### src/sv/sorted_deadline_timer_queue_macros.svh
// Assertion macros for the sorted deadline timer queue.
// Used by the top level only; no other dependencies.
`ifndef SORTED_DEADLINE_TIMER_QUEUE_MACROS_SVH
`define SORTED_DEADLINE_TIMER_QUEUE_MACROS_SVH

// Implication checked every cycle, off during reset.
`define SDTQ_ASSERT_IMP(label, clk, rst_n, ante, cons) \
  label: assert property (@(posedge clk) disable iff (!rst_n) (ante) |-> (cons)) \
    else $error("assertion failed");

// Next-cycle implication, off during reset.
`define SDTQ_ASSERT_NEXT(label, clk, rst_n, ante, cons) \
  label: assert property (@(posedge clk) disable iff (!rst_n) (ante) |=> (cons)) \
    else $error("assertion failed");

`endif

### src/sv/sdtq_pkg.sv
// Package for the sorted deadline timer queue: types, codes, constants.
// No dependencies.
`timescale 1ns / 1ps
package sdtq_pkg;
  localparam int NumSlots = 16;
  localparam int SlotW = $clog2(NumSlots);
  localparam int LinkW = SlotW + 1;
  localparam int CntW = SlotW + 1;
  localparam logic [LinkW-1:0] NullLink = LinkW'(NumSlots);

  typedef enum logic [2:0] {
    FUNC_INSERT = 3'd0, FUNC_UPD = 3'd1, FUNC_UPD_TAGS = 3'd2,
    FUNC_REMOVE = 3'd3, FUNC_NEXT = 3'd4
  } func_e;

  typedef enum logic [1:0] {
    ST_OK = 2'd0, ST_FULL = 2'd1, ST_BAD_ID = 2'd2, ST_EMPTY = 2'd3
  } status_e;

  typedef struct packed {
    logic [2:0]  func;
    logic [3:0]  slot_id;
    logic [63:0] deadline_ns;
    logic [31:0] callback_tag;
    logic [31:0] context_tag;
    logic [63:0] now_ns;
  } req_t;

  typedef struct packed {
    logic [1:0]  status;
    logic [3:0]  result_slot;
    logic [63:0] remaining_ns;
    logic [31:0] head_callback;
    logic [31:0] head_context;
  } rsp_t;

  typedef enum logic [3:0] {
    S_IDLE, S_DECODE, S_OUT_WALK, S_IN_START, S_IN_WALK, S_IN_LINK, S_NEXT, S_DONE
  } state_e;

  // controller -> datapath
  typedef struct packed {
    logic capture;
    logic out_start;
    logic out_step;
    logic in_start;
    logic in_step;
    logic in_link;
    logic do_next;
    logic finish;
  } cmd_t;

  // datapath -> controller
  typedef struct packed {
    logic op_insert;
    logic op_modify;
    logic op_next;
    logic fail;
    logic out_done;
    logic in_stop;
  } sts_t;
endpackage

### src/sv/sorted_deadline_timer_queue.sv
// Sorted deadline timer queue, top level: ports, config, result register.
// Rejected or unknown ops end after decode; next reads the head; remove unlinks,
// insert links in order; update unlinks, then relinks; one slot a cycle per walk.
// One beat in flight; a new input is taken the cycle after the result registers.
// Reset (async, active low) empties the queue and sets active_slots to 16.
// Depends on sdtq_pkg, sdtq_ctrl, sdtq_dp and the assertion macro header.
`timescale 1ns / 1ps
`include "sorted_deadline_timer_queue_macros.svh"
module sorted_deadline_timer_queue import sdtq_pkg::*; (
  input  logic       clk_i,
  input  logic       rst_ni,
  input  logic       in_valid_i,
  output logic       in_ready_o,
  input  req_t       in_data_i,
  output logic       out_valid_o,
  input  logic       out_ready_i,
  output rsp_t       out_data_o,
  input  logic       cfg_valid_i,
  output logic       cfg_ready_o,
  input  logic [4:0] cfg_data_i
);
  logic [4:0] active_q;
  logic       out_valid_q;
  logic       busy;
  cmd_t       cmd;
  sts_t       sts;

  assign cfg_ready_o = 1'b1;
  assign out_valid_o = out_valid_q;

  always_ff @(posedge clk_i or negedge rst_ni) begin
    if (!rst_ni) begin
      active_q <= 5'd16;
      out_valid_q <= 1'b0;
    end else begin
      if (cfg_valid_i) active_q <= cfg_data_i;
      if (cmd.finish) out_valid_q <= 1'b1;
      else if (out_ready_i) out_valid_q <= 1'b0;
    end
  end

  sdtq_ctrl u_ctrl (
    .clk_i, .rst_ni, .in_valid_i(in_valid_i), .in_ready_o(in_ready_o),
    .out_valid_i(out_valid_q), .out_ready_i(out_ready_i),
    .sts_i(sts), .cmd_o(cmd), .busy_o(busy)
  );

  sdtq_dp u_dp (
    .clk_i, .rst_ni, .req_i(in_data_i), .active_slots_i(active_q),
    .cmd_i(cmd), .sts_o(sts), .rsp_o(out_data_o)
  );

  `SDTQ_ASSERT_IMP(a_ready_idle, clk_i, rst_ni, in_ready_o, !busy)
  `SDTQ_ASSERT_NEXT(a_finish_valid, clk_i, rst_ni, cmd.finish, out_valid_o)
  `SDTQ_ASSERT_IMP(a_one_cmd, clk_i, rst_ni, 1'b1, $onehot0(cmd))
endmodule

### src/sv/sdtq_ctrl.sv
// Controller state machine for the sorted deadline timer queue.
// Depends on sdtq_pkg.
`timescale 1ns / 1ps
module sdtq_ctrl import sdtq_pkg::*; (
  input  logic clk_i,
  input  logic rst_ni,
  input  logic in_valid_i,
  output logic in_ready_o,
  input  logic out_valid_i,
  input  logic out_ready_i,
  input  sts_t sts_i,
  output cmd_t cmd_o,
  output logic busy_o
);
  state_e state_q, state_d;

  always_ff @(posedge clk_i or negedge rst_ni) begin
    if (!rst_ni) begin
      state_q <= S_IDLE;
    end else begin
      state_q <= state_d;
    end
  end

  always_comb begin
    state_d = state_q;
    case (state_q)
      S_IDLE: begin
        if (in_valid_i) state_d = S_DECODE;
      end
      S_DECODE: begin
        if (sts_i.fail) state_d = S_DONE;
        else if (sts_i.op_insert) state_d = S_IN_START;
        else if (sts_i.op_modify) state_d = S_OUT_WALK;
        else if (sts_i.op_next) state_d = S_NEXT;
        else state_d = S_DONE;
      end
      S_OUT_WALK: begin
        if (sts_i.out_done) state_d = sts_i.op_insert ? S_IN_START : S_DONE;
      end
      S_IN_START: state_d = S_IN_WALK;
      S_IN_WALK: begin
        if (sts_i.in_stop) state_d = S_IN_LINK;
      end
      S_IN_LINK: state_d = S_DONE;
      S_NEXT: state_d = S_DONE;
      S_DONE: begin
        if (!out_valid_i || out_ready_i) state_d = S_IDLE;
      end
      default: state_d = S_IDLE;
    endcase
  end

  always_comb begin
    cmd_o = '0;
    in_ready_o = 1'b0;
    busy_o = (state_q != S_IDLE);
    case (state_q)
      S_IDLE: begin
        in_ready_o = 1'b1;
        cmd_o.capture = in_valid_i;
      end
      S_DECODE: cmd_o.out_start = !sts_i.fail && sts_i.op_modify;
      S_OUT_WALK: cmd_o.out_step = 1'b1;
      S_IN_START: cmd_o.in_start = 1'b1;
      S_IN_WALK: cmd_o.in_step = 1'b1;
      S_IN_LINK: cmd_o.in_link = 1'b1;
      S_NEXT: cmd_o.do_next = 1'b1;
      S_DONE: cmd_o.finish = !out_valid_i || out_ready_i;
      default: ;
    endcase
  end
endmodule

### src/sv/sdtq_dp.sv
// Datapath for the sorted deadline timer queue: slot table, list walks.
// Depends on sdtq_pkg.
`timescale 1ns / 1ps
module sdtq_dp import sdtq_pkg::*; (
  input  logic        clk_i,
  input  logic        rst_ni,
  input  req_t        req_i,
  input  logic [4:0]  active_slots_i,
  input  cmd_t        cmd_i,
  output sts_t        sts_o,
  output rsp_t        rsp_o
);
  logic [NumSlots-1:0] valid_q, valid_d;
  logic [63:0]         dl_q  [NumSlots];
  logic [31:0]         cb_q  [NumSlots];
  logic [31:0]         ctx_q [NumSlots];
  logic [LinkW-1:0]    link_q [NumSlots];
  logic [LinkW-1:0]    head_q, head_d;
  req_t                req_q;
  logic [LinkW-1:0]    prev_q, prev_d, cur_q, cur_d;
  logic [CntW-1:0]     guard_q, guard_d;
  logic [SlotW-1:0]    tgt_q, tgt_d;
  logic                ins_q, ins_d;
  logic [1:0]          stat_q, stat_d;
  rsp_t                rsp_d;
  logic [CntW-1:0]     limit;
  logic [SlotW-1:0]    free_idx;
  logic                free_ok;
  logic [SlotW-1:0]    cur_s, prev_s, id_s;
  logic                cur_end, hit, id_ok;
  logic                is_ins, is_mod, dec_fail;
  logic [63:0]         diff;
  // high in the decode cycle, which follows the capture
  logic                dec_q;

  always_comb begin
    limit = (active_slots_i == '0) ? CntW'(1)
          : (32'(active_slots_i) > NumSlots) ? CntW'(NumSlots)
          : CntW'(active_slots_i);
    free_ok = 1'b0;
    free_idx = '0;
    for (int i = NumSlots - 1; i >= 0; i--) begin
      if (CntW'(i) < limit && !valid_q[i]) begin
        free_ok = 1'b1;
        free_idx = SlotW'(i);
      end
    end
  end

  assign id_s     = req_q.slot_id[SlotW-1:0];
  assign id_ok    = (CntW'(req_q.slot_id) < limit) && valid_q[id_s];
  assign is_ins   = (req_q.func == FUNC_INSERT);
  assign is_mod   = (req_q.func == FUNC_UPD) || (req_q.func == FUNC_UPD_TAGS)
                 || (req_q.func == FUNC_REMOVE);
  assign dec_fail = is_ins ? !free_ok : (is_mod && !id_ok);
  assign cur_s    = cur_q[SlotW-1:0];
  assign prev_s   = prev_q[SlotW-1:0];
  assign cur_end  = (cur_q == NullLink) || (guard_q == CntW'(NumSlots));
  assign hit      = !cur_end && (cur_s == tgt_q);
  assign diff     = dl_q[head_q[SlotW-1:0]] - req_q.now_ns;

  always_comb begin
    sts_o.op_insert = ins_q;
    sts_o.op_modify = is_mod;
    sts_o.op_next = (req_q.func == FUNC_NEXT);
    sts_o.fail = dec_fail;
    sts_o.out_done = cur_end || hit;
    sts_o.in_stop = cur_end || (dl_q[tgt_q] < dl_q[cur_s]);
  end

  always_comb begin
    valid_d = valid_q; head_d = head_q; prev_d = prev_q; cur_d = cur_q;
    guard_d = guard_q; tgt_d = tgt_q; ins_d = ins_q;
    stat_d = stat_q; rsp_d = rsp_o;
    if (cmd_i.capture) begin
      ins_d = (req_i.func == FUNC_INSERT); stat_d = ST_OK;
    end
    if (dec_q) begin
      if (is_ins && free_ok) begin
        tgt_d = free_idx; valid_d[free_idx] = 1'b1;
      end else if (is_ins) begin
        stat_d = ST_FULL;
      end else if (is_mod && !id_ok) begin
        stat_d = ST_BAD_ID;
      end
    end
    if (cmd_i.out_start) begin
      prev_d = NullLink; cur_d = head_q; guard_d = '0; tgt_d = id_s;
      ins_d = (req_q.func != FUNC_REMOVE);
      if (req_q.func == FUNC_REMOVE) valid_d[id_s] = 1'b0;
    end
    if (cmd_i.out_step && !(cur_end || hit)) begin
      prev_d = cur_q; cur_d = link_q[cur_s]; guard_d = guard_q + 1'b1;
    end
    if (cmd_i.out_step && hit && prev_q == NullLink) head_d = link_q[cur_s];
    if (cmd_i.in_start) begin
      prev_d = NullLink; cur_d = head_q; guard_d = '0;
    end
    if (cmd_i.in_step && !(cur_end || (dl_q[tgt_q] < dl_q[cur_s]))) begin
      prev_d = cur_q; cur_d = link_q[cur_s]; guard_d = guard_q + 1'b1;
    end
    if (cmd_i.in_link && prev_q == NullLink) head_d = LinkW'(tgt_q);
    if (cmd_i.finish) begin
      rsp_d = '0;
      rsp_d.status = stat_q;
      if (req_q.func == FUNC_INSERT && stat_q == ST_OK) rsp_d.result_slot = 4'(tgt_q);
      if (req_q.func == FUNC_NEXT && stat_q == ST_OK) begin
        rsp_d.result_slot = 4'(head_q[SlotW-1:0]);
        rsp_d.remaining_ns = (dl_q[head_q[SlotW-1:0]] > req_q.now_ns) ? diff : '0;
        rsp_d.head_callback = cb_q[head_q[SlotW-1:0]];
        rsp_d.head_context = ctx_q[head_q[SlotW-1:0]];
      end
    end
    if (cmd_i.do_next && head_q == NullLink) stat_d = ST_EMPTY;
  end

  always_ff @(posedge clk_i or negedge rst_ni) begin
    if (!rst_ni) begin
      valid_q <= '0; head_q <= NullLink; dec_q <= 1'b0;
      prev_q <= NullLink; cur_q <= NullLink; guard_q <= '0; tgt_q <= '0;
      ins_q <= 1'b0; stat_q <= ST_OK;
    end else begin
      valid_q <= valid_d; head_q <= head_d; prev_q <= prev_d; cur_q <= cur_d;
      guard_q <= guard_d; tgt_q <= tgt_d; ins_q <= ins_d;
      stat_q <= stat_d; dec_q <= cmd_i.capture;
    end
  end

  always_ff @(posedge clk_i) begin
    if (cmd_i.capture) req_q <= req_i;
    if (dec_q && is_ins && free_ok) begin
      dl_q[free_idx] <= req_q.deadline_ns;
      cb_q[free_idx] <= req_q.callback_tag;
      ctx_q[free_idx] <= req_q.context_tag;
    end
    if (cmd_i.out_start && req_q.func != FUNC_REMOVE) begin
      dl_q[id_s] <= req_q.deadline_ns;
      if (req_q.func == FUNC_UPD_TAGS) begin
        cb_q[id_s] <= req_q.callback_tag;
        ctx_q[id_s] <= req_q.context_tag;
      end
    end
    if (cmd_i.out_step && hit) begin
      if (prev_q != NullLink) link_q[prev_s] <= link_q[cur_s];
      link_q[cur_s] <= NullLink;
    end
    if (cmd_i.in_link) begin
      link_q[tgt_q] <= cur_end ? NullLink : cur_q;
      if (prev_q != NullLink) link_q[prev_s] <= LinkW'(tgt_q);
    end
  end

  always_ff @(posedge clk_i) begin
    rsp_o <= rsp_d;
  end
endmodule
### config.mk
export PLATFORM = sky130hd
export DESIGN_NAME = sorted_deadline_timer_queue
export DESIGN_NICKNAME = d
export VERILOG_FILES = /design/src/sv/sdtq_pkg.sv /design/src/sv/sorted_deadline_timer_queue.sv /design/src/sv/sdtq_ctrl.sv /design/src/sv/sdtq_dp.sv
export VERILOG_INCLUDE_DIRS = /design/src /design/src/sv
export SDC_FILE = /design/constraint.sdc
export NUM_CORES = 2
export LEC_CHECK = 0
export ABC_AREA = 0
export BUFFER_PORTS_ARGS = -buffer_cell sky130_fd_sc_hd__buf_2
export CAP_MARGIN = 20
export CORE_MARGIN = 4
export CORE_UTILIZATION = 37
export DETAILED_ROUTE_END_ITERATION = 7
export SYNTH_ARGS = -nofsm -noshare
export SYNTH_HDL_FRONTEND = slang
export SYNTH_HIERARCHICAL = 1
export SYNTH_SLANG_ARGS = --single-unit
### constraint.sdc
create_clock -name clk_i -period 8.7 [get_ports clk_i]
set_input_delay 1.74 -clock clk_i [delete_from_list [all_inputs] [get_ports clk_i]]
set_output_delay 1.74 -clock clk_i [all_outputs]
set_load 0.05 [all_outputs]
==> impl_metrics.ini <==
[power]
p_leak_nw = 42.0
vdd_drop_max_mv = 0.273
p_per_area_mw_per_mm2 = 335

[drt]
drt-pass1-iter-count = 7
drtAntennaViolNets = 0
drc = 0
viasPerCell = 6.03
drtIter0Drc = 7770
drt-total-wl_microns = 337000
dr_total_vias = 63500
routedWlPerCell_microns = 32.1

[global_route]
grt_start_max_net_pins = 125
grt_pass1_vias = 65700
grt_pass1_wl_microns = 485000
globalRouteOverflowTotal = 0
antenna_found_initial = 35
grt_usage_pct = 20.6

[timing]
worst_pin_slew_ps = 1140
slew_headroom_pct = 24.3
fin_crit_sh_pct = 72.9
tns_ps = 0
fin_skew_ps = 50.8
min_period_ps = 6340
setup_viol = 0
grt_setup_unrepaired = no
hold_viol = 0
report.final.slew_viol_count = 0
fmax_ghz = 0.158

[critical_path]
crit_required_ps = 9310
critical-path-slowest-cell = dfrtp_4
crit_chain = buf_12 > mux4_2 > mux4_2 > ha_1 > and3_1 > and3_1 > nand4_1 > or4_1 > o21ai_1 > inv_1 > a22oi_2 > buf_4 > or4_1 > nand2_1
crit_family = simple AND/OR/NAND/NOR gates
critPathLaunchType = flop
reg2reg_depth = 14
slowest_delay_ps = 770
cp.depth = 14
crit_buf_inv = 3
path_class = reg2reg
end_kind = flop
critical_path_arrival_ps = 6950
crit_path_max_fanout = 100

[die]
dieWidth_microns = 568
initial_core_util_pct = 37.2
dieArea_sq_mm = 0.323
die_h_microns = 568
boundaryPins = 346
core_area_sq_mm = 0.312
rows = 205

[synthesis]
synth_area_per_cell_sq_um = 20.2
ys_warn_count = 6
syn_area_sq_mm = 0.116
synth_fp_nets = 6110
syn_inst = 5768

[clock_network]
cts_resized = 0
insertion_delay_ps = 900
cts_max_level = 5
numCtsBuffers = 284
postCtsHoldBufs = 0
clock-root-buffer = clkbuf_16
postCtsSetupBuffers = 0
cts.path.max_buffers = 4
cts_tree = yes
clk_pin_slew_worst_paths_ps = 60
cts.sinks = 2514

[cells_and_area]
multi_input_area_sq_mm = 0.0391
drive_gt1_share_pct = 36.0
area_delta_synth_final_pct = 14.4
nets = 6494
ff_latch_area_sq_mm = 0.0753
fin_util_pct = 42.6
fill_cells = 26900

[placement]
place.gp.congestion = 0.898
port_buffers = 344
dp_hpwl_microns = 197000

[hold_path]
worstHoldPathType = reg2reg
holdPathStages = 1

[outcome]
status = complete, no violations

[job]
maxCapViolCount = 0
==> cell type report <==
cell class	instances	share of cell area, %
clock inverter	156	1.48
inverter	172	0.485
antenna	10	0.0188
timing repair buffer	483	2.42
tap	4140	3.89
multi-input combinational	2697	29.4
clock buffer	353	5.70
sequential	2514	56.6
==> state kept, by name (all words and copies together) (netlist names), 5 cells and up <==
| signal | count |
|---|---|
| active_q | 5 |
| u_dp/cb_q | 512 |
| u_dp/ctx_q | 512 |
| u_dp/cur_q | 5 |
| u_dp/dl_q | 1024 |
| u_dp/guard_q | 5 |
| u_dp/head_q | 5 |
| u_dp/link_q | 80 |
| u_dp/prev_q | 5 |
| u_dp/req_q | 195 |
| u_dp/rsp_o | 134 |
| u_dp/valid_q | 16 |
==> worst paths after layout <==
check / from / endpoint / slack, ps
worst max-delay path: u_dp/head_q[0] / u_dp/rsp_o[101] / 2360
worst min-delay path: out_valid_o / out_valid_o / 510
worst max register to register: u_dp/head_q[0] / u_dp/rsp_o[101] / 2360
worst min register to register: out_valid_o / out_valid_o / 510
max in group asynchronous: rst_ni / u_dp/head_q[3] / 6970
min in group asynchronous: rst_ni / out_valid_o / 980
==> routing by layer <==
layer / routed length, microns / vias up / GRT usage [%]
met1: 135000 / 34200 / 28.3
met3: 28100 / 570 / 3.94
met2: 162000 / 3086 / 33.0
li1: - / 25600 / -
met4: 12100 / 22 / 6.88
met5: 140 / - / 0
==> through the flow <==
step	instances	total power (W)	cell area, sq um	worst slack (ps)	hold slack [ps]
after floorplan	5768	0.0272	116000	1160	460
after global placement	10000	0.0326	123000	2350	487
after detailed placement	10000	0.0326	123000	2320	501
after CTS	10500	0.0449	133000	2300	515
after global routing	10500	0.0466	133000	2000	543
final	10500	0.0446	133000	2360	512
==> cell usage in the layout, fill, tap and decap left out, types with 47 or more instances in the layout <==
master	count
clkinv_1	47
a21o_1	67
a21oi_1	118
o21ai_0	95
o22ai_1	74
mux4_2	1308
clkbuf_1	56
nor2_1	131
clkbuf_16	291
and2_1	76
buf_2	345
ha_1	132
nand2_1	136
buf_4	102
edfxtp_1	2461
inv_1	172
==> power by group <==
group / switching, W / internal, W / leakage, nW
Combinational: 0.00979 / 0.00778 / 14.5
Clock: 0.00495 / 0.00733 / 4.64
Sequential: 0.000815 / 0.0140 / 22.9
Total: 0.0156 / 0.0291 / 42.0
No activity file was read; power rests on OpenSTA's default activity.
